File: src/design/sha256_pkg.sv
// Package: SHA-256 constants, rotate function, channel word types and controller/datapath command and status types.
`timescale 1ns / 1ps
package sha256_pkg;

    localparam int WORD_W  = 32;
    localparam int BLOCK_BYTES = 64;
    localparam int FILL_W  = 6;
    localparam int LEN_W   = 64;
    localparam int SUM_W   = 13;
    localparam int IDX_W   = 3;
    localparam int ROUND_W = 6;
    localparam logic [7:0] PAD_BYTE = 8'h80;
    localparam logic [FILL_W-1:0] LEN_POS = 6'd56;

    localparam logic [WORD_W-1:0] H_INIT [8] = '{
        32'h6a09e667, 32'hbb67ae85, 32'h3c6ef372, 32'ha54ff53a,
        32'h510e527f, 32'h9b05688c, 32'h1f83d9ab, 32'h5be0cd19
    };

    localparam logic [WORD_W-1:0] ROUND_K [64] = '{
        32'h428a2f98,32'h71374491,32'hb5c0fbcf,32'he9b5dba5,32'h3956c25b,32'h59f111f1,
        32'h923f82a4,32'hab1c5ed5,32'hd807aa98,32'h12835b01,32'h243185be,32'h550c7dc3,
        32'h72be5d74,32'h80deb1fe,32'h9bdc06a7,32'hc19bf174,32'he49b69c1,32'hefbe4786,
        32'h0fc19dc6,32'h240ca1cc,32'h2de92c6f,32'h4a7484aa,32'h5cb0a9dc,32'h76f988da,
        32'h983e5152,32'ha831c66d,32'hb00327c8,32'hbf597fc7,32'hc6e00bf3,32'hd5a79147,
        32'h06ca6351,32'h14292967,32'h27b70a85,32'h2e1b2138,32'h4d2c6dfc,32'h53380d13,
        32'h650a7354,32'h766a0abb,32'h81c2c92e,32'h92722c85,32'ha2bfe8a1,32'ha81a664b,
        32'hc24b8b70,32'hc76c51a3,32'hd192e819,32'hd6990624,32'hf40e3585,32'h106aa070,
        32'h19a4c116,32'h1e376c08,32'h2748774c,32'h34b0bcb5,32'h391c0cb3,32'h4ed8aa4a,
        32'h5b9cca4f,32'h682e6ff3,32'h748f82ee,32'h78a5636f,32'h84c87814,32'h8cc70208,
        32'h90befffa,32'ha4506ceb,32'hbef9a3f7,32'hc67178f2
    };

    // Input channel word: one message byte with its flags.
    typedef struct packed {
        logic [7:0] data_byte;
        logic       byte_present;
        logic       end_of_message;
    } t_byte_word;

    // Output channel word: one digest word with its index, sum and last flag.
    typedef struct packed {
        logic [WORD_W-1:0] digest_word;
        logic [IDX_W-1:0]  word_index;
        logic [SUM_W-1:0]  digest_byte_sum;
        logic              last_word;
    } t_digest_word;

    // Commands from controller to datapath.
    typedef struct packed {
        logic take_byte;   // write input byte at fill, advance fill
        logic pad_byte;    // write pad (0x80 first, zeros after) at fill, advance fill
        logic put_len;     // write the 64-bit length into bytes 56..63
        logic load;        // load working words from hash, start round 0
        logic round;       // run one round
        logic fold;        // add working words into hash
        logic restart;     // hash to initial values, fill and length to zero
        logic shift_out;   // rotate hash words toward word 0
    } t_cmd;

    typedef struct packed {
        logic [FILL_W-1:0] fill;
        logic              last_round;
    } t_status;

    function automatic logic [WORD_W-1:0] rotr(input logic [WORD_W-1:0] v, input int s);
        rotr = (v >> s) | (v << (WORD_W - s));
    endfunction

endpackage

File: src/design/sha256_dp.sv
// Datapath: block buffer, message schedule, round logic, hash words, length and output sum.
`timescale 1ns / 1ps
module sha256_dp (
    input  logic                i_clk,
    input  logic                i_rst_n,
    input  logic [7:0]          i_byte,
    input  sha256_pkg::t_cmd    i_cmd,
    output sha256_pkg::t_status o_status,
    output logic [31:0]         o_word0,
    output logic [12:0]         o_sum_next
);
    import sha256_pkg::*;

    // Block held as sixteen big-endian words; bytes land in their lane.
    logic [WORD_W-1:0] r_buf [BLOCK_BYTES/4];
    logic [FILL_W-1:0] r_fill;
    logic              r_pad_started;
    logic [LEN_W-1:0]  r_bits;
    logic [WORD_W-1:0] r_w [16];
    logic [WORD_W-1:0] r_h [8];
    logic [WORD_W-1:0] r_v [8];
    logic [ROUND_W-1:0] r_t;
    logic [12:0]       r_sum;

    logic [WORD_W-1:0] s0, s1, w_new, w_cur, t1, t2, ep, ap;
    logic [7:0]        wbyte;

    assign wbyte = i_cmd.take_byte ? i_byte : (r_pad_started ? 8'h00 : PAD_BYTE);

    // Schedule: W[t] is always r_w[0]; new word appended at r_w[15].
    always_comb begin
        s0 = rotr(r_w[1], 7) ^ rotr(r_w[1], 18) ^ (r_w[1] >> 3);
        s1 = rotr(r_w[14], 17) ^ rotr(r_w[14], 19) ^ (r_w[14] >> 10);
        w_new = s1 + r_w[9] + s0 + r_w[0];
        w_cur = r_w[0];
        ap = rotr(r_v[0], 2) ^ rotr(r_v[0], 13) ^ rotr(r_v[0], 22);
        ep = rotr(r_v[4], 6) ^ rotr(r_v[4], 11) ^ rotr(r_v[4], 25);
        t1 = r_v[7] + ep + ((r_v[4] & r_v[5]) ^ (~r_v[4] & r_v[6])) + ROUND_K[r_t] + w_cur;
        t2 = ap + ((r_v[0] & r_v[1]) ^ (r_v[0] & r_v[2]) ^ (r_v[1] & r_v[2]));
    end

    always_ff @(posedge i_clk) begin
        if (i_cmd.take_byte || i_cmd.pad_byte)
            r_buf[r_fill[5:2]][{~r_fill[1:0], 3'b000} +: 8] <= wbyte;
        if (i_cmd.put_len) begin
            r_buf[14] <= r_bits[63:32];
            r_buf[15] <= r_bits[31:0];
        end
        if (i_cmd.load) begin
            for (int i = 0; i < 16; i++) r_w[i] <= r_buf[i];
            for (int i = 0; i < 8; i++) r_v[i] <= r_h[i];
        end else if (i_cmd.round) begin
            for (int i = 0; i < 15; i++) r_w[i] <= r_w[i+1];
            r_w[15] <= w_new;
            r_v[7] <= r_v[6]; r_v[6] <= r_v[5]; r_v[5] <= r_v[4];
            r_v[4] <= r_v[3] + t1;
            r_v[3] <= r_v[2]; r_v[2] <= r_v[1]; r_v[1] <= r_v[0];
            r_v[0] <= t1 + t2;
        end
    end

    always_ff @(posedge i_clk) begin
        if (!i_rst_n || i_cmd.restart) begin
            for (int i = 0; i < 8; i++) r_h[i] <= H_INIT[i];
            r_fill <= '0;
            r_pad_started <= 1'b0;
            r_bits <= '0;
            r_t <= '0;
            r_sum <= '0;
        end else begin
            if (i_cmd.take_byte) begin
                r_fill <= r_fill + 1'b1;
                r_bits <= r_bits + LEN_W'(8);
            end
            if (i_cmd.pad_byte) begin
                r_fill <= r_fill + 1'b1;
                r_pad_started <= 1'b1;
            end
            if (i_cmd.load) r_t <= '0;
            else if (i_cmd.round) r_t <= r_t + 1'b1;
            if (i_cmd.fold) begin
                for (int i = 0; i < 8; i++) r_h[i] <= r_h[i] + r_v[i];
                r_sum <= '0;
            end
            if (i_cmd.shift_out) begin
                for (int i = 0; i < 7; i++) r_h[i] <= r_h[i+1];
                r_h[7] <= r_h[0];
                r_sum <= o_sum_next;
            end
        end
    end

    assign o_sum_next = r_sum + 13'(r_h[0][31:24]) + 13'(r_h[0][23:16])
                      + 13'(r_h[0][15:8]) + 13'(r_h[0][7:0]);
    assign o_word0 = r_h[0];
    assign o_status.fill = r_fill;
    assign o_status.last_round = (r_t == ROUND_W'(63));
endmodule

File: config.mk
export PLATFORM = sky130hd
export DESIGN_NAME = sha256_dp
export DESIGN_NICKNAME = d
export VERILOG_FILES = /design/src/design/sha256_pkg.sv /design/src/design/sha256_dp.sv
export SDC_FILE = /design/constraint.sdc
export NUM_CORES = 2
export LEC_CHECK = 0
export ABC_AREA = 1
export ABC_CLOCK_PERIOD_IN_PS = 26100
export BUFFER_PORTS_ARGS = -buffer_cell sky130_fd_sc_hd__buf_2
export CAP_MARGIN = 15
export CORE_UTILIZATION = 50
export CTS_BUF_LIST = sky130_fd_sc_hd__clkbuf_4
export DETAILED_ROUTE_END_ITERATION = 8
export PLACE_DENSITY = 0.65
export SYNTH_ARGS = -nofsm -noshare
export SYNTH_HDL_FRONTEND = slang
export SYNTH_SLANG_ARGS = --single-unit
File: constraint.sdc
create_clock -name i_clk -period 26.1 [get_ports i_clk]
set_clock_uncertainty 0.05 [all_clocks]
set_input_delay 3.915 -clock i_clk [delete_from_list [all_inputs] [get_ports i_clk]]
set_output_delay 3.915 -clock i_clk [all_outputs]
set_load 0.01 [all_outputs]
# Word level (Yosys, flattened, before mapping)
# Memories as Yosys holds them, arrays and structs flattened.
# Cells that the tools add are included.
# totals
register_bits	90
latch_bits	0
ram_bits	1536
mem_bits_ro	2048
input_bits	18
output_inout_bits	52
word_cells	180
n_memories	5
# op_classes
n_addsub	26
n_mul	0
div	0
magnitude_cmp	1
n_eq_ne	1
n_shift	2
muxes	65
bitwise_logic	69
n_reduce_logical	6
# mem_list
name	words	width	read_ports	rd_clocked_by_memory_dff	write_ports	line	text
(no name shown)	64	32	1	0	0	sha256_dp.sv:38	t1 = r_v[7] + ep + ((r_v[4] & r_v[5]) ^ (~r_v[4] & r_v[6])) + ROUND_K[r_t] + w_cur;
r_buf	16	32	16	0	3	sha256_dp.sv:15	logic [WORD_W-1:0] r_buf [BLOCK_BYTES/4];
r_w	16	32	16	0	16	sha256_dp.sv:19	logic [WORD_W-1:0] r_w [16];
r_h	8	32	8	0	8	sha256_dp.sv:20	logic [WORD_W-1:0] r_h [8];
r_v	8	32	8	0	8	sha256_dp.sv:21	logic [WORD_W-1:0] r_v [8];
# ops
operator	n
$mux 32	43
$add 32x32->32	18
$xor 32x32->32	9
$and 32x32->32	5
$add 64x4->64 const B	1
$add 13x8->13	4
$or 1x1->1	40
$not 32->32	1
$or 10x32->32	1
$or 13x32->32	1
$or 14x32->32	1
$or 15x32->32	1
$or 19x32->32	1
$or 21x32->32	1
$or 25x32->32	1
$or 26x32->32	1
$or 30x32->32	1
$or 7x32->32	1
$shift 8x7->32 const A	1
$shiftx 8x7->32	1
$xor 32x22->32	1
$xor 32x29->32	1
$mux 13	2
$mux 1	16
12 further kinds	17

# Logic depth before layout (Yosys ltp)
# An unclocked memory read counts as a cell.
# logic_depth
word_depth	10
depth_mapped	45
depth_no_buf	44

# Worst setup path after synthesis
# Ideal clock, no wire load.
# synth_timing
path_kind	input port to flip-flop
from	input port i_cmd[4] (netlist bit)
to	memory r_v[0][0], enable pin
arrival_time_ns	17.099
required_time_ns	20.688
setup_slack_ns	3.589
path_stages	5
cell_sequence	clkbuf_1 > inv_1 > clkbuf_1 > clkbuf_1 > nand2_1
# synth_lines
element	line	text
start: declaration	sha256_dp.sv:7	input sha256_pkg::t_cmd i_cmd,
end: declaration	sha256_dp.sv:21	

==> flow_metrics.py <==
metrics = {
    "status": {
        "outcome": "complete, no violations",
    },
    "setup_path": {
        "crit_fanout": 16,
        "cp-end-kind": "register",
        "slowest_delay_ps": 970,
        "cpMostUsedCell": "inv_1",
        "endpoint": "r_v[0][22]",
        "cp-startpoint": "r_t[1]",
        "r2r_slack_ps": 16290,
        "crit_path_start_kind": "register",
        "crit_arrival_ps": 10930,
        "required_ps": 27220,
        "crit_type": "reg2reg",
        "r2r-end": "r_v[0][22]",
        "critPathSlowestCell": "xnor2_1",
        "rr_worst_depth": 35,
        "r2r_start": "r_t[1]",
    },
    "clock_network": {
        "cts-hold-fix-buffers": 0,
        "cts_root_buffer": "clkbuf_4",
        "cts.sinks": 1623,
        "cts_setup_buffers": 0,
        "clock_path_buffers": 4,
        "cts_made_buffers": 440,
        "cts_resized": 0,
        "cts.clk_slew.worst_paths_ps": 80,
        "clk_latency_ps": 1450,
        "cts.htree.levels": 5,
        "cts_tree": "built",
    },
    "cells_and_area": {
        "nets": 11700,
        "layout_commonest_cell": "nand2_1",
        "final_cell_mix": "3327 x nand2_1, 1533 x edfxtp_1, 1170 x inv_1",
        "syn_to_final_growth_pct": 8.34,
        "instances_no_fill": 13900,
        "drive_above_1_share": 0.0803,
        "fillers": 17600,
    },
    "global_routing": {
        "grt_max_degree": 196,
        "grt_pass1_wl_um": 527000,
        "antenna_found_initial": 9,
        "grt_util_met1": 0.474,
        "busiest_layer": "met2",
        "gr-total-overflow": 0,
        "grt_pass1_vias": 78100,
        "grt_util_met3": 0.0832,
        "use_met2": 0.596,
        "grt_usage": 0.374,
    },
    "drt": {
        "drc": 0,
        "routed_via_density": 5.86,
        "dr.pass1.iters": 8,
        "wl_per_cell_um": 26.5,
        "wirelength_um": 369000,
        "ant_nets": 0,
        "num_vias": 81500,
        "drt_iter0_drc": 8636,
    },
    "die": {
        "fp.dieArea_sq_mm": 0.195,
        "io_pins": 70,
        "die_h_um": 441,
        "std_cell_rows": 160,
        "initial_core_util": 0.505,
        "coreArea_sq_mm": 0.191,
        "die_x_um": 441,
    },
    "placement": {
        "dp_hpwl_um": 275000,
        "io_buffers": 69,
        "place.gp.congestion": 1.05,
        "dpl.cell_count": 13200,
    },
    "logic_synthesis": {
        "synthMuxAreaShare": 0,
        "yosys.area_share.simple": 0.195,
        "synth_top_area_frac": 0.477,
        "synth_adder_area_share": 0.0991,
        "yosys-top-cells-area": "edfxtp_1 48%, nand2_1 13%, ha_1 5.4%, inv_1 4.6%, fa_1 4.5%",
        "yosysTopAreaCell": "edfxtp_1",
        "synth-edff-count": 1533,
        "synth_compound_area_frac": 0.114,
        "synth_top_family_by_area": "simple AND/OR/NAND/NOR gates",
        "synthFlopType": "edfxtp_1",
        "synthArstFlopShare": 0,
        "synth-xor-area-share": 0.0341,
        "synthCells": 10900,
        "synth_area_sq_mm": 0.0965,
        "syn_avg_cell_area_sq_um": 8.89,
        "synth_nets": 11500,
        "synth-seq-cells": 1623,
        "synth_warnings": 0,
        "synth_cell_types": 65,
        "synth_sequential_area_ratio": 0.496,
    },
    "timing": {
        "clock.fmax_mhz": 102,
        "fin_setup_tns_ps": 0,
        "relSlewSlack": 0.113,
        "finalMaxSlewViolations": 0,
        "hold_violations": 0,
        "period_minus_slack_ps": 9810,
        "rsz0062_at_grt": "no",
        "worst_slew_pin_slew_ps": 1320,
        "setup_viol": 0,
        "fin_crit_sh": 0.376,
    },
    "job": {
        "drv_cap": 0,
    },
    "worst_hold_path": {
        "hold_class": "reg2reg",
    },
}
==> critical path: cells and delay by family (launching register included) <==
kind | cells | cell delay [ps]
compound gates | 6 | 1500
xor+xnor | 1 | 970
fa+ha+maj | 8 | 3330
buf+inv | 9 | 1240
flops | 1 | 800
simple gates | 11 | 1650
==> flip-flops by register name, summed over array words and instances (netlist names) <==
| signal | flops |
|---|---|
| r_fill | 6 |
| r_w | 512 |
| r_pad_started | 1 |
| r_sum | 13 |
| r_bits | 61 |
| r_buf | 512 |
| r_h | 256 |
| r_t | 6 |
| r_v | 256 |
==> metrics by stage <==
| step | setup slack [ps] | hold slack, ps | instance area [sq um] | util |
|---|---|---|---|---|
| finish | 16290 | 405 | 105000 | 0.548 |
| global route | 15810 | 395 | 105000 | 0.548 |
| CTS | 16610 | 368 | 105000 | 0.547 |
| detailed placement | 16310 | 423 | 99300 | 0.520 |
| global placement | 16400 | 412 | 99300 | 0.520 |
| floorplan | 3590 | 394 | 96500 | - |
==> how the worst min path moves through the flow <==
| stage | startpoint | to | slack [ps] | cells after the start |
|---|---|---|---|---|
| 2_1_floorplan | r_bits[19] | r_bits[19] | 390 | 2 |
| 3_3_place_gp | r_pad_started | r_pad_started | 410 | 2 |
| 3_5_place_dp | r_pad_started | r_pad_started | 420 | 2 |
| 4_1_cts | r_buf[15][15] | r_w[1][239] | 370 | 2 |
| 5_1_grt | r_buf[14][12] | r_w[1][204] | 390 | 2 |
| 6_report | r_buf[0][24] | r_w[0][24] | 400 | 2 |
==> layer usage <==
metal / wire, um / share of wire
met5: 53 / 0.00014
met4: 22900 / 0.062
met3: 35000 / 0.095
met2: 169000 / 0.46
met1: 142000 / 0.39
==> cells in the mapped netlist, drive strengths merged, types with 2 or more instances <==
| master | instances |
|---|---|
| a211oi | 10 |
| a21boi | 28 |
| a21o | 53 |
| a21oi | 720 |
| a221oi | 3 |
| a22o | 6 |
| a22oi | 8 |
| a31o | 4 |
| a31oi | 38 |
| a32o | 8 |
| a32oi | 3 |
| and3 | 4 |
| buf | 141 |
| clkbuf | 239 |
| clkinv | 2 |
| dfxtp | 90 |
| edfxtp | 1533 |
| fa | 218 |
| ha | 415 |
| inv | 1180 |
| nand2 | 3337 |
| nand3 | 319 |
| nand3b | 16 |
| nand4 | 91 |
| nor2 | 719 |
| nor3 | 144 |
| nor3b | 3 |
| nor4 | 38 |
| o2111ai | 3 |
| o211ai | 33 |
| o21a | 36 |
| o21ai | 794 |
| o21bai | 68 |
| o221a | 12 |
| o221ai | 23 |
| o22a | 16 |
| o22ai | 74 |
| o311ai | 7 |
| o31ai | 11 |
| or2 | 25 |
| xnor2 | 161 |
| xor2 | 215 |
==> kinds of logic after synthesis <==
logic type / after synthesis
AO/OA/AOI/OAI: 1963
XOR/XNOR: 376
adder cells (fa/ha/maj): 634
buffers and inverters: 1562
flip-flops: 1623
AND/OR/NAND/NOR: 4698
==> cell type report <==
cell class	count	area [sq um]	share of cell area
Inverter	1182	4460	0.0426
Clock inverter	107	562	0.00537
Multi-Input combinational cell	7671	42700	0.409
Clock buffer	627	4710	0.0450
Antenna cell	10	25.0	0.000239
Timing Repair Buffer	170	1120	0.0107
Tap cell	2511	3140	0.0300
Sequential cell	1623	47800	0.457
Power is left out: the tool's default activity adds up to more than one toggle a clock period on the data nets, which glitch-free logic cannot reach.
