[src/design/sha256_pkg.sv]
// Package: SHA-256 constants, rotate function, channel word types and controller/datapath command and status types.
`timescale 1ns / 1ps
package sha256_pkg;

    localparam int WORD_W  = 32;
    localparam int BLOCK_BYTES = 64;
    localparam int FILL_W  = 6;
    localparam int LEN_W   = 64;
    localparam int SUM_W   = 13;
    localparam int IDX_W   = 3;
    localparam int ROUND_W = 6;
    localparam logic [7:0] PAD_BYTE = 8'h80;
    localparam logic [FILL_W-1:0] LEN_POS = 6'd56;

    localparam logic [WORD_W-1:0] H_INIT [8] = '{
        32'h6a09e667, 32'hbb67ae85, 32'h3c6ef372, 32'ha54ff53a,
        32'h510e527f, 32'h9b05688c, 32'h1f83d9ab, 32'h5be0cd19
    };

    localparam logic [WORD_W-1:0] ROUND_K [64] = '{
        32'h428a2f98,32'h71374491,32'hb5c0fbcf,32'he9b5dba5,32'h3956c25b,32'h59f111f1,
        32'h923f82a4,32'hab1c5ed5,32'hd807aa98,32'h12835b01,32'h243185be,32'h550c7dc3,
        32'h72be5d74,32'h80deb1fe,32'h9bdc06a7,32'hc19bf174,32'he49b69c1,32'hefbe4786,
        32'h0fc19dc6,32'h240ca1cc,32'h2de92c6f,32'h4a7484aa,32'h5cb0a9dc,32'h76f988da,
        32'h983e5152,32'ha831c66d,32'hb00327c8,32'hbf597fc7,32'hc6e00bf3,32'hd5a79147,
        32'h06ca6351,32'h14292967,32'h27b70a85,32'h2e1b2138,32'h4d2c6dfc,32'h53380d13,
        32'h650a7354,32'h766a0abb,32'h81c2c92e,32'h92722c85,32'ha2bfe8a1,32'ha81a664b,
        32'hc24b8b70,32'hc76c51a3,32'hd192e819,32'hd6990624,32'hf40e3585,32'h106aa070,
        32'h19a4c116,32'h1e376c08,32'h2748774c,32'h34b0bcb5,32'h391c0cb3,32'h4ed8aa4a,
        32'h5b9cca4f,32'h682e6ff3,32'h748f82ee,32'h78a5636f,32'h84c87814,32'h8cc70208,
        32'h90befffa,32'ha4506ceb,32'hbef9a3f7,32'hc67178f2
    };

    // Input channel word: one message byte with its flags.
    typedef struct packed {
        logic [7:0] data_byte;
        logic       byte_present;
        logic       end_of_message;
    } t_byte_word;

    // Output channel word: one digest word with its index, sum and last flag.
    typedef struct packed {
        logic [WORD_W-1:0] digest_word;
        logic [IDX_W-1:0]  word_index;
        logic [SUM_W-1:0]  digest_byte_sum;
        logic              last_word;
    } t_digest_word;

    // Commands from controller to datapath.
    typedef struct packed {
        logic take_byte;   // write input byte at fill, advance fill
        logic pad_byte;    // write pad (0x80 first, zeros after) at fill, advance fill
        logic put_len;     // write the 64-bit length into bytes 56..63
        logic load;        // load working words from hash, start round 0
        logic round;       // run one round
        logic fold;        // add working words into hash
        logic restart;     // hash to initial values, fill and length to zero
        logic shift_out;   // rotate hash words toward word 0
    } t_cmd;

    typedef struct packed {
        logic [FILL_W-1:0] fill;
        logic              last_round;
    } t_status;

    function automatic logic [WORD_W-1:0] rotr(input logic [WORD_W-1:0] v, input int s);
        rotr = (v >> s) | (v << (WORD_W - s));
    endfunction

endpackage

[src/design/sha256_ctrl.sv]
// Controller: sequences byte intake, padding, compression rounds and digest output.
`timescale 1ns / 1ps
module sha256_ctrl (
    input  logic                i_clk,
    input  logic                i_rst_n,
    input  logic                i_in_valid,
    input  logic                i_present,
    input  logic                i_end,
    input  logic                i_out_ready,
    input  sha256_pkg::t_status i_status,
    output sha256_pkg::t_cmd    o_cmd,
    output logic                o_in_ready,
    output logic                o_out_valid,
    output logic [2:0]          o_idx
);
    import sha256_pkg::*;

    typedef enum logic [6:0] {
        S_IDLE  = 7'b0000001,
        S_ROUND = 7'b0000010,
        S_FOLD  = 7'b0000100,
        S_PAD   = 7'b0001000,
        S_LEN   = 7'b0010000,
        S_LOAD  = 7'b0100000,
        S_OUT   = 7'b1000000
    } t_state;

    t_state r_state, n_state;
    logic   r_closing, n_closing;  // message end pending
    logic   r_final, n_final;      // compression in flight is the last one
    logic [2:0] r_idx, n_idx;
    logic   in_fire;

    assign in_fire = i_in_valid && o_in_ready;
    assign o_in_ready = (r_state == S_IDLE);
    assign o_out_valid = (r_state == S_OUT);
    assign o_idx = r_idx;

    always_comb begin
        n_state = r_state; n_closing = r_closing; n_final = r_final;
        n_idx = r_idx;
        o_cmd = '0;
        unique case (r_state)
            S_IDLE: begin
                if (in_fire) begin
                    o_cmd.take_byte = i_present;
                    n_closing = i_end;
                    n_final = 1'b0;
                    if (i_present && i_status.fill == FILL_W'(63)) begin
                        n_state = S_LOAD;   // full block: compress first
                    end else if (i_end) begin
                        n_state = S_PAD;
                    end
                end
            end
            S_PAD: begin
                // pad until fill reaches 56 (length block) or wraps (extra block)
                o_cmd.pad_byte = 1'b1;
                if (i_status.fill == FILL_W'(63)) n_state = S_LOAD;
                else if (i_status.fill == LEN_POS - 1'b1) n_state = S_LEN;
            end
            S_LEN: begin
                o_cmd.put_len = 1'b1;
                n_final = 1'b1;
                n_state = S_LOAD;
            end
            S_LOAD: begin
                o_cmd.load = 1'b1;
                n_state = S_ROUND;
            end
            S_ROUND: begin
                o_cmd.round = 1'b1;
                if (i_status.last_round) n_state = S_FOLD;
            end
            S_FOLD: begin
                o_cmd.fold = 1'b1;
                n_idx = '0;
                if (r_final) n_state = S_OUT;
                else if (r_closing) n_state = S_PAD;
                else n_state = S_IDLE;
            end
            S_OUT: begin
                if (i_out_ready) begin
                    o_cmd.shift_out = 1'b1;
                    n_idx = r_idx + 1'b1;
                    if (r_idx == 3'd7) begin
                        o_cmd.shift_out = 1'b0;
                        o_cmd.restart = 1'b1;
                        n_closing = 1'b0;
                        n_final = 1'b0;
                        n_state = S_IDLE;
                    end
                end
            end
            default: n_state = S_IDLE;
        endcase
    end

    always_ff @(posedge i_clk) begin
        if (!i_rst_n) begin
            r_state <= S_IDLE; r_closing <= 1'b0; r_final <= 1'b0;
            r_idx <= '0;
        end else begin
            r_state <= n_state; r_closing <= n_closing; r_final <= n_final;
            r_idx <= n_idx;
        end
    end
endmodule

[config.mk]
export PLATFORM = sky130hd
export DESIGN_NAME = sha256_ctrl
export DESIGN_NICKNAME = d
export VERILOG_FILES = /design/src/design/sha256_pkg.sv /design/src/design/sha256_ctrl.sv
export SDC_FILE = /design/constraint.sdc
export NUM_CORES = 1
export LEC_CHECK = 0
export ABC_AREA = 1
export BUFFER_PORTS_ARGS = -buffer_cell sky130_fd_sc_hd__clkbuf_2
export CORE_UTILIZATION = 50
export DETAILED_ROUTE_END_ITERATION = 10
export PLACE_DENSITY = 0.77
export SYNTH_ARGS = -nofsm -noshare
export SYNTH_HDL_FRONTEND = slang
export SYNTH_SLANG_ARGS = --single-unit
export TNS_END_PERCENT = 10
[constraint.sdc]
create_clock -name i_clk -period 2.05 [get_ports i_clk]
set_clock_uncertainty 0.1 [all_clocks]
set_input_delay 0.1025 -clock i_clk [delete_from_list [all_inputs] [get_ports i_clk]]
set_output_delay 0.1025 -clock i_clk [all_outputs]
set_load 0.03 [all_outputs]
Yosys cells after proc, flatten, opt, wreduce, memory -nomap -nowiden. Index checks and enable logic that the tools add are counted.

Register bits after elaboration: 12. Bits in latches: 0. Bits in writable memories: 0. Memory bits (read-only): 0. Word-level logic and storage cells: 59. Memories kept: 0.

$add $sub $neg: 1. Multiply operators: 0. Divide/modulo/power cells: 0. Order comparisons: 0. Eq/ne operators: 16. Shifts and indexed selects: 0. Mux-type cells: 29. Bitwise operators: 0. Reductions and logical operators: 9.

Operators with widths (number): 2-to-1 mux 7 bit (9); one-hot mux 7 bit (7 select lines) (1); equality test 6 bit, second input constant (2); 2-to-1 mux 1 bit (11); AND reduction 4 bit (2); equality test 7 x 1 -> 1 bit, second input constant (1); equality test 7 x 2 -> 1 bit, second input constant (1); equality test 7 x 3 -> 1 bit, second input constant (1); equality test 7 x 4 -> 1 bit, second input constant (1); equality test 7 x 5 -> 1 bit, second input constant (1); equality test 7 x 6 -> 1 bit, second input constant (1); equality test 7 bit, second input constant (1); 2-to-1 mux 2 bit (3); one-hot mux 3 bit (2 select lines) (1); AND reduction 6 bit (1); 2-to-1 mux 4 bit (1); inequality test 2 x 1 -> 1 bit, second input constant (2); inequality test 2 bit, second input constant (2); nonzero test 2 bit (2); adder 3 x 1 -> 3 bit, second input constant (1); equality test 3 bit, second input constant (1); 2-to-1 mux 3 bit (1); inequality test 3 x 2 -> 1 bit, second input constant (1); inequality test 3 bit, second input constant (1); other kinds (5) (6).

Logic depth before layout (Yosys ltp). Gate-level depths: netlist (run 1).

Depth in word-level cells: 5. Gate-level depth with buffers: 10. Mapped depth without buffers: 10.

Worst setup path before layout (run 1). OpenSTA, ideal clock, no wires.

Kind: register to register. Start point: register r_idx[0], in the netlist o_idx[0]. End point: register r_state[3]. Setup time: 114 ps. Arrival: 1463 ps. Data required time: 1836 ps. Path slack: 373 ps. Stages on the path, launching flop included: 10. Path buffers: 0. Period minus slack after synthesis: 1677 ps. Path through: dfxtp_1 > ha_1 > ha_1 > nand2_1 > nand3_2 > nand2_1 > nor2_2 > nand2_2 > nor2_1 > nor2_2.

Cells in the longest elaborated chain, start to end: 3.

RTL lines: start: declaration (RTL line sha256_ctrl.sv:31) `logic [2:0] r_idx, n_idx;`; start signal: assignment (RTL line sha256_ctrl.sv:105) `r_idx <= n_idx;`; equality test 3 bit (RTL line sha256_ctrl.sv:86) `if (r_idx == 3'd7) begin`; inequality test 2 x 1 -> 1 bit (no source line); AND reduction 6 bit (no source line); end signal: assignment (RTL line sha256_ctrl.sv:104) `r_state <= n_state; r_closing <= n_closing; r_final <= n_final;`; end: declaration (RTL line sha256_ctrl.sv:28) `t_state r_state, n_state;`.

Every way passes these cells. A chain may end at the register's enable or synchronous reset.

==> results of run 1 <==
[per-layer routing]
layer,routed length [µm],part of all wire
met5,0,0
met4,24,0.011
met3,137,0.061
met2,1110,0.50
met1,966,0.43
[cell families after synthesis]
logic type / Yosys count / share of synthesized area
AO/OA/AOI/OAI: 10 / 0.0654
adder cells (fa/ha/maj): 2 / 0.0267
AND/OR/NAND/NOR: 97 / 0.558
flip-flops: 12 / 0.256
buffers and inverters: 21 / 0.0935
[worst register-to-register path, cell delays in order, from the launching register on]
cell	delay [ns]
dfxtp_1	0.34
ha_1	0.21
ha_1	0.21
nand2_1	0.11
nand3_2	0.09
nand2_1	0.12
nor2_2	0.06
nand2_2	0.11
nand2_1	0.07
nand2_1	0.07
nor2_2	0.03
[area by class of cell]
class                           instances  area (µm²)  area share
Tap cell                               25        31.3      0.0276
Inverter                               20        80.1      0.0707
Sequential cell                        12         240       0.212
Clock buffer                            4        36.3      0.0320
Timing Repair Buffer                   26         135       0.119
Multi-Input combinational cell        109         609       0.538
[power breakdown]
part           leakage [nW]  switching (W)  internal (W)
clock                0.0210      0.0000871      0.000108
combinational         0.478       0.000410      0.000204
sequential           0.0975      0.0000406      0.000265
[registers in the layout, summed over array words and instances, names as in the netlist]
name	count
o_idx	3
r_closing	1
r_final	1
r_state	7
[how the worst max path moves through the flow]
stage / from / end / depth (start not counted)
after floorplan: o_idx[0] / r_state[3] / 9
after global placement: o_idx[0] / r_state[3] / 10
after detailed placement: o_idx[0] / r_state[3] / 10
after CTS: r_state[0] / o_cmd[0] / 8
after global routing: r_state[0] / o_cmd[0] / 8
final: r_state[0] / o_cmd[2] / 4
[timing repair]
action	4_1_cts	5_1_grt
endpoints found under the setup margin	0	0
hold buffers	1	0
endpoints found under the hold margin	2	0
[stage by stage]
step / power, W / setup slack, ns
2_1_floorplan: 0.000796 / 0.373
3_3_place_gp: 0.000903 / 0.547
3_5_place_dp: 0.000919 / 0.483
4_1_cts: 0.00111 / 0.336
5_1_grt: 0.00119 / 0.246
6_report: 0.00111 / 0.327
[layout by cell type (no fill, tap or decap)]
cell type,netlist,layout
a21oi_1,7,7
a21oi_2,1,1
clkbuf_2,0,25
clkbuf_4,0,3
clkbuf_8,0,1
clkinv_1,1,1
clkinv_4,1,1
dfxtp_1,12,12
dlygate4sd3_1,0,1
ha_1,2,2
inv_1,10,10
inv_2,8,8
nand2_1,34,34
nand2_2,4,4
nand2_4,2,2
nand3_1,17,17
nand3_2,4,4
nand3_4,1,1
nand3b_1,3,3
nand4_1,1,1
nor2_1,20,20
nor2_2,6,6
nor2_4,3,3
nor2_8,1,1
nor3_2,1,1
o21ai_2,2,2
==> flow_summary.ini, run 1 <==
[floorplan]
die_h_um = 45.3
pin_count = 26
start_util = 0.537
die_area_mm2 = 0.00205
core.rowCount = 15
die_w_um = 45.3
fp.coreArea_mm2 = 0.00175

[logic_synthesis]
yosysSeqAreaShare = 0.256
syn_avg_cell_area_um2 = 6.60
syn_area_um2 = 937
synth_top_area_cell = dfxtp_1
synth_warnings = 0
yosysMostFrequentCell = nand2_1
synth_area_leaders = dfxtp_1 26%, nand2_1 14%, nand3_1 9.1%
synth_flop_cell = dfxtp_1
synth_cell_types = 23
synth_edf_count = 0
synth_top_area_frac = 0.256
synthTopCellsByCount = 34 x nand2_1, 20 x nor2_1, 17 x nand3_1
ys_seq_elements = 12
synth_cells = 142
async_flop_share = 0
synth_nets = 157

[finish]
utilization = 0.649
stdcell_count = 196
postLayoutCellArea_mm2 = 0.00113
fillCellCount = 172
nNetsFinal = 187
syn_to_final_growth_pct = 20.8
drive_gt1_frac = 0.368
antennaDiodeCount = 0

[sta]
slew_viol_final = 0
hold_slack_ns = 0.0180
finalCritPeriodShare = 0.841
worst_pin_slew_ns = 0.262
report.final.hold_viol_count = 0
rsz0062_at_grt = false
timing.fmax_mhz = 580
relSlewSlack = 0.825
layout_min_cycle_time_ns = 1.72
setup_viol = 0
tns_ns = 0

[global_routing]
groute.layer.met1.usage = 0.309
overflow = 0
grt_pass1_vias = 893
grt-busiest-layer = met2
grt_pass1_wl_um = 3580
antenna_found_initial = 0
globalRouteMet2Util = 0.426
grtUsageTotal = 0.253
met3_usage = 0.0480
grt_start_max_net_pins = 8

[power]
p_per_area_mw_per_mm2 = 984
ir_drop_mv = 0.584
leakage_nw = 0.597

[critical_path]
r2r_end = r_state[3]
critPathMaxFanout = 6
startpoint_type = flip-flop
cp_num_buf_inv = 1
arrival_ns = 1.52
crit-reg2reg-launch = o_idx[0]
crit_type = reg2out
crit_chain = nor2_1 > nand3_1 > nor2_4 > clkbuf_2
rrSetupSlack_ns = 0.45
reg2regPathDepth = 10
critical_path_required_ns = 1.85
critPathCaptureType = output port
slowest_delay_ns = 0.38
critical_path.top_delay_family = simple AND/OR/NAND/NOR gates
slowest_stage = dfxtp_1

[detailed_routing]
totalWireLength_um = 2230
drt_iter0_drc = 18
vias = 1002
viasPerCell = 5.11
wl_per_cell_um = 11.4
ant_nets = 0
first_pass_iters = 4
route.detailed.drc = 0

[place]
io_buffers = 25
place.gp.congestion = 0.814
post-dp-hpwl_um = 1870
placed_cell_area_mm2 = 0.00109
dp.cells = 191

[clock_network]
path_clk_slew_ns = 0.08
postCtsSetupRepairBufs = 0
cts_tree = built
clk_latency_ns = 0.28
cts.repair.resized = 0
clockBufferDepth = 2
cts_root_buf = clkbuf_4
clock_sink_count = 12
ctsHtreeMaxLevel = 1
cts-buffers-inserted = 3

[min_path]
whs_endpoint = r_closing
hp-class = in2reg
min_from = i_end
holdPathStages = 3

[status]
status = complete, no violations

[run]
drv_cap = 0
Note: power is estimated with default switching activity, not from simulation.
==> inputs of run 2 (changes only) <==
CORE_UTILIZATION = 46   (was 50)
PLACE_DENSITY = 0.74   (was 0.77)
clock period = 1.45 ns   (was 2.05 ns; I/O delays follow)
==> run 2 against run 1 <==
  * The run now ends with setup timing left
  * Worst setup slack worse by 0.54 ns
  * Power is 99% higher
  * Sequential power is 62% higher
  * Critical path type is now reg2reg
  * Largest power group unchanged
==> flow_summary.ini, run 2 (same netlist as run 1, synthesis figures left out) <==
[status]
status = finished, violations left
violations = setup timing

[sta]
report.final.hold_viol_count = 0
tns_ns = -2.23
layout_min_cycle_time_ns = 1.66
worst_pin_slew_ns = 0.311
slew_viol_final = 0
setup_viol = 21
rsz0062_at_grt = true
timing.fmax_mhz = 603
relSlewSlack = 0.793
finalCritPeriodShare = 1.14
setup_ws_ns = -0.208

[power]
intPower_w = 0.00107
pwr-share-clk = 0.108
seq_power_share = 0.224
power.net_switching_w = 0.00114
p_sw_frac = 0.517
finalPower_w = 0.00221
leakage_nw = 0.773
combPwrFrac = 0.667
p_per_area_mw_per_mm2 = 1360
ir_drop_mv = 1.34

[clock_network]
cts_tree = built
clockBufferDepth = 2
cts_root_buf = clkbuf_4
ctsHtreeMaxLevel = 1
clock_sink_count = 12
cts-buffers-inserted = 3
path_clk_slew_ns = 0.09
clk_latency_ns = 0.29

[finish]
layout.cells.most_common = nand2_1
postLayoutCellArea_mm2 = 0.00163
drive_gt1_frac = 0.589
nNetsFinal = 213
layout_common_cells = 28 x nand2_1, 18 x buf_4, 15 x nand3_1, 15 x clkbuf_2, 12 x nor2_1
syn_to_final_growth_pct = 73.8
antennaDiodeCount = 0
largest-register = r_state
largest_reg_flops = 7
utilization = 0.895

[floorplan]
core.rowCount = 15
fp.coreArea_mm2 = 0.00182
start_util = 0.515
pin_count = 26
die_w_um = 47.1
die_area_mm2 = 0.00222
die_h_um = 47.1

[global_routing]
grt_pass1_wl_um = 4910
overflow = 0
grtUsageTotal = 0.321
grt_start_max_net_pins = 8
antenna_found_initial = 0
grt_pass1_vias = 1137

[min_path]
hp-class = in2reg

[critical_path]
rrSetupSlack_ns = -0.21
startpoint_type = flip-flop
crit-reg2reg-launch = r_state[0]
critPathLaunch = r_state[0]
crit_end = r_state[1]
critical_path_required_ns = 1.56
reg2regPathDepth = 11
critPathCaptureType = flip-flop
critPathMaxFanout = 6
crit_type = reg2reg
r2r_end = r_state[1]
arrival_ns = 1.77

[detailed_routing]
totalWireLength_um = 4320
vias = 1301
viasPerCell = 5.86
route.detailed.drc = 0
first_pass_iters = 5
drt_iter0_drc = 120
wl_per_cell_um = 19.4
ant_nets = 0

[place]
post-dp-hpwl_um = 1920
post-place-ws_ns = -0.0500
io_buffers = 25
place.gp.congestion = 0.832
placed_cell_area_mm2 = 0.00114

[run]
drv_cap = 0
## run 2: how the worst min path moves through the flow
stage	from	endpoint	slack [ns]	cells after the start
after CTS	i_status[4]	r_state[4]	0.02	4
after global placement	i_rst_n	r_state[0]	0.23	2
final	i_status[4]	r_state[5]	0.07	5
after floorplan	i_rst_n	r_state[0]	0.06	1
after detailed placement	i_rst_n	r_state[0]	0.24	2
after global routing	i_status[4]	r_state[5]	0.08	5
## run 2: through the flow
step / cells / hold WS [ns]
after floorplan: 142 / 0.0566
after global placement: 196 / 0.228
after detailed placement: 196 / 0.239
after CTS: 219 / 0.0247
after global routing: 222 / 0.0805
final: 222 / 0.0677
## run 2: what timing repair did
action,CTS,global route
pin swaps,11,12
buffers inserted,16,4
gates resized for setup,53,25
endpoints found under the setup margin,16,21
hold endpoints to repair,5,0
hold buffers,3,0
## run 2: area by class of cell
class                   count  area (µm²)
well taps                  25        31.3
clock inverters             1        3.75
clock buffers               3        22.5
repair buffers             52         438
multi-input cells         109         774
flip-flops and latches     12         267
fillers                    85         191
inverters                  20        92.6
## run 2: power groups by stage
stage / registers (W) / clock network, W / logic [W]
after floorplan: 0.000422 / 0 / 0.000710
after global placement: 0.000427 / 0 / 0.000856
after detailed placement: 0.000431 / 0 / 0.000869
after CTS: 0.000475 / 0.000218 / 0.00122
after global routing: 0.000504 / 0.000240 / 0.00154
final: 0.000497 / 0.000240 / 0.00148
## run 2: critical path, stage by stage (launching register included)
cell,delay [ns]
dfxtp_4,0.42
inv_4,0.06
nand2_4,0.07
nor2_4,0.05
buf_4,0.14
nand3_2,0.08
nand2_2,0.07
nor2_2,0.16
nand2_4,0.09
nand2_1,0.10
nand2_1,0.08
nor2_1,0.15
## run 2: layer usage
| layer | track usage | vias to the layer above | wire, µm |
|---|---|---|---|
| li1 | - | 565 | - |
| met1 | 0.388 | 583 | 1580 |
| met2 | 0.575 | 116 | 1990 |
| met3 | 0.0308 | 37 | 433 |
| met4 | 0.137 | 0 | 315 |
| met5 | 0 | - | 0 |
==> inputs of run 3 (changes only) <==
==> constraint.sdc (replaced) <==
create_clock -name i_clk -period 1.45 [get_ports i_clk]
set_clock_uncertainty 0.1 [all_clocks]
set_input_delay 0.145 -clock i_clk [delete_from_list [all_inputs] [get_ports i_clk]]
set_output_delay 0.145 -clock i_clk [all_outputs]
set_load 0.03 [all_outputs]
==> run 3 against run 2 <==
  * Cell count shrank 0.90%
  * Largest power group unchanged
  * Via count shrank 3.2%
  * Global-route usage grew 0.87 points
  * The run still ends with setup timing left
  * Sequential power shrank 4.0%
  * Critical path depth shrank 4
  * Worst setup slack lost 0.021 ns
  * Maximum frequency shrank 1.2%
  * Flip-flop and latch count is the same
  * First-iteration DRC count shrank 48%
  * Power shrank 0.44%
  * Die area is the same
==> flow_summary.ini, run 3 (same netlist as run 1, synthesis figures left out) <==
[status]
status = finished, violations left
violations = setup timing

[floorplan]
die_area_mm2 = 0.00222
fp.coreArea_mm2 = 0.00182
die_w_um = 47.1
die_h_um = 47.1
start_util = 0.515
core.rowCount = 15
pin_count = 26

[power]
ir_drop_mv = 1.59
leakage_nw = 0.751
p_per_area_mw_per_mm2 = 1400

[detailed_routing]
first_pass_iters = 4
ant_nets = 0
vias = 1259
drt_iter0_drc = 63
totalWireLength_um = 3780
route.detailed.drc = 0
viasPerCell = 5.72
wl_per_cell_um = 17.2

[clock_network]
clock_sink_count = 12
ctsHtreeMaxLevel = 1
path_clk_slew_ns = 0.08
holdBufCountCts = 0
cts-buffers-inserted = 3
clk_latency_ns = 0.28
cts_tree = built
clockBufferDepth = 2
cts_root_buf = clkbuf_4

[finish]
layout.cells.most_common = nand2_1
layout_common_cells = 27 x nand2_1, 22 x buf_4, 15 x nand3_1, 15 x clkbuf_2, 13 x nor2_1
largest_reg_flops = 7
antennaDiodeCount = 0
drive_gt1_frac = 0.600
largest-register = r_state
syn_to_final_growth_pct = 67.6
nNetsFinal = 212
stdcell_count = 220

[min_path]
hp-class = in2reg
holdPathStages = 3
min_from = i_end

[global_routing]
antenna_found_initial = 0
grt_start_max_net_pins = 8
grt_pass1_vias = 1163
grt_pass1_wl_um = 4970
grtUsageTotal = 0.330
overflow = 0

[critical_path]
critPathCaptureType = flip-flop
startpoint_type = flip-flop
crit-reg2reg-launch = r_state[4]
reg2regPathDepth = 7
critical_path_required_ns = 1.53
critPathLaunch = r_state[4]
crit_type = reg2reg
arrival_ns = 1.76
critPathMaxFanout = 4

[sta]
setup_ws_ns = -0.229
relSlewSlack = 0.800
setup_viol = 22
layout_min_cycle_time_ns = 1.68
tns_ns = -2.51
worst_pin_slew_ns = 0.300
timing.fmax_mhz = 596
report.final.hold_viol_count = 0
finalCritPeriodShare = 1.16
slew_viol_final = 0
rsz0062_at_grt = true

[run]
drv_cap = 0

[place]
dp.cells = 197
post-place-ws_ns = -0.0761
post-dp-hpwl_um = 1850
place.gp.congestion = 0.823
io_buffers = 25
## run 3: timing repair
action	in CTS	in global routing
setup endpoints to repair	15	22
pin swaps	8	11
buffers inserted	17	3
gates resized for setup	39	37
## run 3: worst max-delay path, stage by stage, from the launching register on
cell,delay (ns)
dfxtp_2,0.35
inv_2,0.10
nand3_4,0.15
buf_4,0.20
buf_4,0.13
o21ai_2,0.19
nand3_1,0.14
a21oi_1,0.23
## run 3: final timing paths
path	slack [ns]	endpoint
max	-0.23	o_idx[2]
min	0.04	r_closing
max reg2reg	-0.23	o_idx[2]
min reg2reg	0.41	r_closing
## run 3: layout make-up
class | instances | area, µm²
Sequential cell | 12 | 259
Clock buffer | 3 | 22.5
Inverter | 20 | 90.1
Tap cell | 25 | 31.3
Fill cell | 104 | 250
Multi-Input combinational cell | 109 | 749
Timing Repair Buffer | 51 | 418
## run 3: per-layer routing
metal | vias up | routed length (µm) | GRT usage
met5 | - | 0 | 0
met3 | 40 | 284 | 0.0423
met2 | 88 | 1730 | 0.564
met4 | 0 | 264 | 0.166
li1 | 562 | - | -
met1 | 569 | 1500 | 0.405
## run 3: metrics by stage
stage	cell area [µm²]	hold slack (ns)	power [W]	util
floorplan	947	0.129	0.00113	-
global placement	1140	0.293	0.00131	0.627
detailed placement	1140	0.296	0.00133	0.627
CTS	1430	0.0145	0.00184	0.785
global route	1570	0.0793	0.00228	0.863
finish	1570	0.0407	0.00220	0.863
## run 3: report_power, final
group | internal, W | switching (W)
Sequential | 0.000392 | 0.0000851
Clock | 0.0000963 | 0.000119
Combinational | 0.000631 | 0.000881
